**src/hw/rtl/csfr_pkg.sv**
```systemverilog
`default_nettype none

package csfr_pkg;

    localparam int unsigned UNIT_COUNT = 10;
    localparam int unsigned IN_WIDTH   = 24;
    localparam int unsigned OUT_WIDTH  = 16;

    typedef logic [UNIT_COUNT-1:0] unit_mask_t;

    // Unit numbers, equal to the bit position in a mask.
    localparam int unsigned U_VF    = 0;
    localparam int unsigned U_DEPTH = 1;
    localparam int unsigned U_CONST = 2;
    localparam int unsigned U_DATA  = 3;
    localparam int unsigned U_TEX   = 4;
    localparam int unsigned U_RT    = 5;
    localparam int unsigned U_L3    = 6;
    localparam int unsigned U_MEM   = 7;
    localparam int unsigned U_CS    = 8;
    localparam int unsigned U_CPU   = 9;

    // Units at or below L3; vertex fetch joins the subtree on the newer hierarchy.
    localparam unit_mask_t L3_TREE_OLD = 10'b00_0111_1110;
    localparam unit_mask_t L3_TREE_NEW = 10'b00_0111_1111;

    localparam logic GEN_OLD = 1'b0;
    localparam logic GEN_NEW = 1'b1;

    // First member lands in the top bit, so vf_invalidate is bit 0.
    typedef struct packed {
        logic untyped_flush;
        logic hdc_flush;
        logic tile_flush;
        logic constant_invalidate;
        logic data_flush;
        logic color_flush;
        logic depth_flush;
        logic texture_invalidate;
        logic cmd_streamer_stall;
        logic vf_invalidate;
    } sync_flags_t;

    function automatic sync_flags_t resolve_flags(
        input logic       gen,
        input unit_mask_t src,
        input unit_mask_t dst
    );
        unit_mask_t  named;
        unit_mask_t  tree;
        logic        multi;
        logic        meet_mem;
        logic        l3_walk;
        logic        hdc_leaf;
        sync_flags_t f;
        named    = src | dst;
        tree     = (gen == GEN_NEW) ? L3_TREE_NEW : L3_TREE_OLD;
        // More than one distinct unit: common node is L3 or memory, never a leaf.
        multi    = (src != '0) && (dst != '0) && ((named & (named - unit_mask_t'(1))) != '0);
        meet_mem = multi && ((named & ~tree) != '0);
        // L3 lies on a writer path only when the meet is memory.
        l3_walk  = (gen == GEN_NEW) && meet_mem && ((src & L3_TREE_NEW) != '0);
        hdc_leaf = (gen == GEN_NEW) && multi && src[U_DATA];

        f = '0;
        f.vf_invalidate       = multi && dst[U_VF];
        f.cmd_streamer_stall  = multi && dst[U_CS];
        f.texture_invalidate  = multi && dst[U_TEX];
        f.constant_invalidate = multi && dst[U_CONST];
        f.depth_flush         = multi && src[U_DEPTH];
        f.color_flush         = multi && src[U_RT];
        f.hdc_flush           = hdc_leaf;
        f.tile_flush          = l3_walk && (f.depth_flush || f.color_flush);
        f.untyped_flush       = l3_walk && hdc_leaf;
        f.data_flush          = ((gen == GEN_OLD) && multi && src[U_DATA])
                                || (l3_walk && hdc_leaf);
        return f;
    endfunction

endpackage

`default_nettype wire

```
**src/hw/rtl/cache_sync_flush_resolver.sv**
```systemverilog
`default_nettype none

// Cache sync flush resolver. Each input transaction carries a writer mask and a
// reader mask over the ten cache units; the block returns one result transaction
// with the flush, invalidate and stall flags needed to make writer data visible
// to the readers. An empty mask on either side gives all-zero flags. One
// transaction can enter every cycle; each passes the input register, then the
// result register, and a stalled result register holds the pipe. cfg_we writes
// the hierarchy select (0 older, 1 newer); write it only while the block is idle.
module cache_sync_flush_resolver (
    input  wire logic                           clk,
    input  wire logic                           rst_n,
    input  wire logic                           cfg_we,
    input  wire logic                           cfg_wdata,      // generation_select
    input  wire logic                           s_axis_tvalid,
    output logic                                s_axis_tready,
    input  wire logic [csfr_pkg::IN_WIDTH-1:0]  s_axis_tdata,   // src_units, dst_units, pad
    output logic                                m_axis_tvalid,
    input  wire logic                           m_axis_tready,
    output logic [csfr_pkg::OUT_WIDTH-1:0]      m_axis_tdata    // vf_invalidate,
                                                                // cmd_streamer_stall,
                                                                // texture_invalidate,
                                                                // depth_flush, color_flush,
                                                                // data_flush,
                                                                // constant_invalidate,
                                                                // tile_flush, hdc_flush,
                                                                // untyped_flush, pad
);
    import csfr_pkg::*;

    logic        gen_reg;
    logic        in_valid_reg;
    unit_mask_t  src_reg;
    unit_mask_t  dst_reg;
    logic        out_valid_reg;
    sync_flags_t out_reg;
    sync_flags_t out_next;
    logic        advance;

    // Stage 1 moves forward when the result register is empty or being drained.
    assign advance       = !out_valid_reg || m_axis_tready;
    assign s_axis_tready = !in_valid_reg || advance;
    assign out_next      = resolve_flags(gen_reg, src_reg, dst_reg);

    always_ff @(posedge clk or negedge rst_n)
    begin
        if (!rst_n)
        begin
            gen_reg       <= GEN_OLD;
            in_valid_reg  <= 1'b0;
            out_valid_reg <= 1'b0;
        end
        else
        begin
            if (cfg_we)
            begin
                gen_reg <= cfg_wdata;
            end
            if (s_axis_tready)
            begin
                in_valid_reg <= s_axis_tvalid;
            end
            if (advance)
            begin
                out_valid_reg <= in_valid_reg;
            end
        end
    end

    // Payload registers, no reset.
    always_ff @(posedge clk)
    begin
        if (s_axis_tready && s_axis_tvalid)
        begin
            src_reg <= s_axis_tdata[UNIT_COUNT-1:0];
            dst_reg <= s_axis_tdata[2*UNIT_COUNT-1:UNIT_COUNT];
        end
        if (advance && in_valid_reg)
        begin
            out_reg <= out_next;
        end
    end

    assign m_axis_tvalid = out_valid_reg;
    assign m_axis_tdata  = {{(OUT_WIDTH-UNIT_COUNT){1'b0}}, out_reg};

`ifndef SYNTHESIS
    a_empty_mask_no_flags: assert property (@(posedge clk) disable iff (!rst_n)
        (advance && in_valid_reg && (src_reg == '0 || dst_reg == '0))
        |=> (m_axis_tdata == '0))
        else $error("flags set for an empty mask");

    a_tile_needs_new_gen: assert property (@(posedge clk) disable iff (!rst_n)
        (m_axis_tvalid && out_reg.tile_flush) |-> (gen_reg == GEN_NEW))
        else $error("tile flush on older hierarchy");

    a_untyped_with_data: assert property (@(posedge clk) disable iff (!rst_n)
        (m_axis_tvalid && out_reg.untyped_flush)
        |-> (out_reg.data_flush && out_reg.hdc_flush))
        else $error("untyped flush without data and hdc flush");

    a_ready_when_out_free: assert property (@(posedge clk) disable iff (!rst_n)
        !out_valid_reg |-> s_axis_tready)
        else $error("input stalled with empty result register");
`endif

endmodule

`default_nettype wire

```
**config.mk**
```make
export PLATFORM = sky130hd
export DESIGN_NAME = cache_sync_flush_resolver
export DESIGN_NICKNAME = d
export VERILOG_FILES = /design/src/hw/rtl/csfr_pkg.sv /design/src/hw/rtl/cache_sync_flush_resolver.sv
export SDC_FILE = /design/constraint.sdc
export NUM_CORES = 1
export LEC_CHECK = 0
export BUFFER_PORTS_ARGS = -buffer_cell sky130_fd_sc_hd__buf_2
export CAP_MARGIN = 30
export CORE_MARGIN = 2
export CORE_UTILIZATION = 48
export CTS_CLUSTER_SIZE = 30
export DETAILED_ROUTE_END_ITERATION = 12
export GPL_TIMING_DRIVEN = 0
export PLACE_DENSITY_LB_ADDON = 0.15
export SLEW_MARGIN = 20
export SYNTH_ARGS = -nofsm -noshare
export SYNTH_HDL_FRONTEND = slang
export SYNTH_SLANG_ARGS = --single-unit
```
**constraint.sdc**
```tcl
create_clock -name clk -period 1.73 [get_ports clk]
set_input_delay 0.0865 -clock clk [delete_from_list [all_inputs] [get_ports clk]]
set_output_delay 0.0865 -clock clk [all_outputs]
set_load 0.02 [all_outputs]
```
==> flow_summary.ini <==
[run_status]
status = finished, final reports clean

[logic_synthesis]
ys_types = 28
seq_area_frac_synth_pct = 70.8
avgSynthCellArea_um2 = 13.8
synthCells = 100
syn_area_um2 = 1380
yosysWarnings = 0
ys_ff_latch = 33

[placement]
port_buffers = 37
hpwl_um = 1570
routabilityCongestion = 0.769
numPlacedInstances = 173

[route]
route.detailed.drc = 0
wl_um = 2460
drt_iter0_markers = 16
dr.pass1.iters = 4
routed-via-count = 994
wl_per_cell_um = 11.9
ant_nets = 0
via_per_inst = 4.80

[critical_path]
reg2reg_from = src_reg[6]
startpoint = src_reg[6]
critPathTopFamily = simple AND/OR/NAND/NOR gates
endpoint = m_axis_tdata[2]
crit_buf_inv = 1
end_kind = flop
r2r_cells = 6
r2r_end = m_axis_tdata[2]
arrival_ns = 1.77
worstPathMaxFanout = 8
r2r_setup_slack_ns = 0.05
slowest_stage = edfxtp_1
cp-start-kind = flop
crit_cells = 6
crit_type = reg2reg
worstPathRequired_ns = 1.82
cp_cell_sequence = nor4_2, o211ai_1, nor2_1, and4_1, buf_6, a21oi_1
cp_slowest_stage_delay_ns = 0.45

[finish]
drive_above_1_share_pct = 35.2
multiInputGateArea_um2 = 377
fin_cells = 207
regArea_um2 = 976
nFillCells = 192
nNetsFinal = 205
post-route-util_pct = 72.1
diodes = 0
synthToLayoutAreaGrowth_pct = 42.9

[power]
vdd_drop_max_v = 0.000941
powerDensity_nw_per_um2 = 885
leakagePower_nw = 0.806
finalPower_mw = 1.74

[global_route]
grt_first_pass_wirelength_um = 4130
track_usage_pct = 17.0
overflow = 0
grt_pass1_vias = 974
grt_max_degree = 21
antenna_found_initial = 0

[clock_tree]
cts-htree-levels = 2
clk_pin_slew_ns = 0.10
cts_buffers = 5
cts_buffer_depth = 2
insertion_delay_ns = 0.33
clock-sinks = 33
cts_tree = done
root_buffer = clkbuf_4

[floorplan]
core_region_area_um2 = 2730
io_pins = 48
start_util_pct = 50.4
die_h_um = 57.6
die_x_um = 57.6
rows = 19
die-area_um2 = 3320

[timing]
drv_slew = 0
setup_viol = 0
worstMarginPinSlew_ns = 0.835
finalHoldViolations = 0
finalCriticalPeriod_ns = 1.68
skew_ns = 0.00564
clock.fmax_ghz = 0.594
min_period_over_period_pct = 97.3
slew_headroom_pct = 44.3
rsz0062_at_grt = true

[job]
drv_cap = 0

[worst_hold_path]
hp-class = in2reg
hold_path_depth = 3
## per-stage QoR
| step | worst slack (ns) | area [um2] | hold WS [ns] | TNS [ns] |
|---|---|---|---|---|
| 3_3_place_gp | 0.0369 | 1620 | -0.117 | 0 |
| 2_1_floorplan | 0.0481 | 1400 | -0.209 | 0 |
| 6_report | 0.0472 | 1970 | 0.0197 | 0 |
| 3_5_place_dp | 0.0114 | 1620 | -0.115 | 0 |
| 5_1_grt | -0.0669 | 1970 | 0.0140 | -0.484 |
| 4_1_cts | 0.0288 | 1950 | 0.0136 | 0 |
## cells by family (layout without fill, tap and decap cells)
family	after synthesis	after routing	share of synthesized area, %
and+or+nand+nor	38	38	14.1
DFF	33	33	70.8
AOI/OAI and AO/OA	18	18	9.17
buffers and inverters	8	79	3.90
adders and majority gates	1	1	0.998
other	1	6	0.272
muxes	1	1	0.817
## repair_timing
action	4_1_cts	5_1_grt
buffers inserted	0	2
endpoints found under the setup margin	2	8
resized for setup	1	4
hold endpoints to repair	25	0
pin swaps	0	5
hold buffers	24	0
## tightest hold or removal path, cell delays in order
cell and delay [ns]:
buf_2 0.08, nand2b_1 0.10, nand2b_1 0.05
## where the power goes
group | internal (mW) | switching [mW]
Clock | 0.299 | 0.255
Combinational | 0.109 | 0.112
Sequential | 0.939 | 0.0313
## cell type report
cell class,count,area share [%]
Buffer,7,2.86
Clock buffer,5,1.90
Clock inverter,3,2.10
Inverter,1,0.190
Multi-Input combinational cell,64,19.1
Sequential cell,33,49.5
Tap cell,31,1.97
Timing Repair Buffer,63,22.3
## metal layers
layer | routed length (um) | part of all wire (%) | GRT usage [%] | up-vias
met5 | 0 | 0 | 0 | -
li1 | - | - | - | 513
met1 | 1020 | 41 | 18.8 | 442
met4 | 46 | 1.9 | 5.98 | 0
met3 | 153 | 6.2 | 6.12 | 6
met2 | 1240 | 50 | 30.0 | 33
## cells in the mapped netlist
cell type | n | area share [%]
a21oi_1 | 8 | 2.9
nor2_1 | 10 | 2.7
edfxtp_1 | 30 | 65
nor3_1 | 4 | 1.5
and4_1 | 1 | 0.64
nor4_2 | 1 | 0.91
a221oi_2 | 1 | 1.1
buf_2 | 1 | 0.36
maj3_4 | 1 | 1.0
o211ai_1 | 1 | 0.54
conb_1 | 1 | 0.27
a2bb2oi_2 | 1 | 1.1
o21ai_0 | 2 | 0.73
a31oi_1 | 1 | 0.45
nand2_1 | 12 | 3.3
nor3_2 | 1 | 0.73
and2_1 | 2 | 0.91
o32ai_1 | 1 | 0.64
mux2_2 | 1 | 0.82
dfrtp_1 | 3 | 5.4
nand3_1 | 2 | 0.73
o2111a_1 | 1 | 0.82
buf_4 | 6 | 3.3
and3_4 | 1 | 0.82
nand2b_1 | 3 | 1.4
inv_1 | 1 | 0.27
nand3b_1 | 1 | 0.54
o22ai_1 | 2 | 0.91
## worst min-delay path by stage
stage | startpoint | to | slack [ns]
final | m_axis_tready | m_axis_tvalid | 0.02
after floorplan | rst_n | gen_reg | -0.21
after global placement | rst_n | gen_reg | -0.12
after global routing | m_axis_tready | m_axis_tvalid | 0.01
after CTS | m_axis_tready | m_axis_tvalid | 0.01
after detailed placement | rst_n | gen_reg | -0.11
## cells in the final DEF, fill, tap and decap left out, drive strengths merged
master / n
nand3b: 1
clkbuf: 5
a31oi: 1
mux2: 1
o211ai: 1
clkinv: 1
and4: 1
nand3: 2
a2bb2oi: 1
maj3: 1
o2111a: 1
nor2: 10
o22ai: 2
bufinv: 1
buf: 46
and2: 2
o32ai: 1
nor4: 1
conb: 6
nand2b: 3
nor3: 5
dfrtp: 3
and3: 1
nand2: 12
inv: 1
o21ai: 2
clkinvlp: 1
dlygate4sd3: 24
a21oi: 8
a221oi: 1
edfxtp: 30
Note: power is estimated with default switching activity, not from simulation.
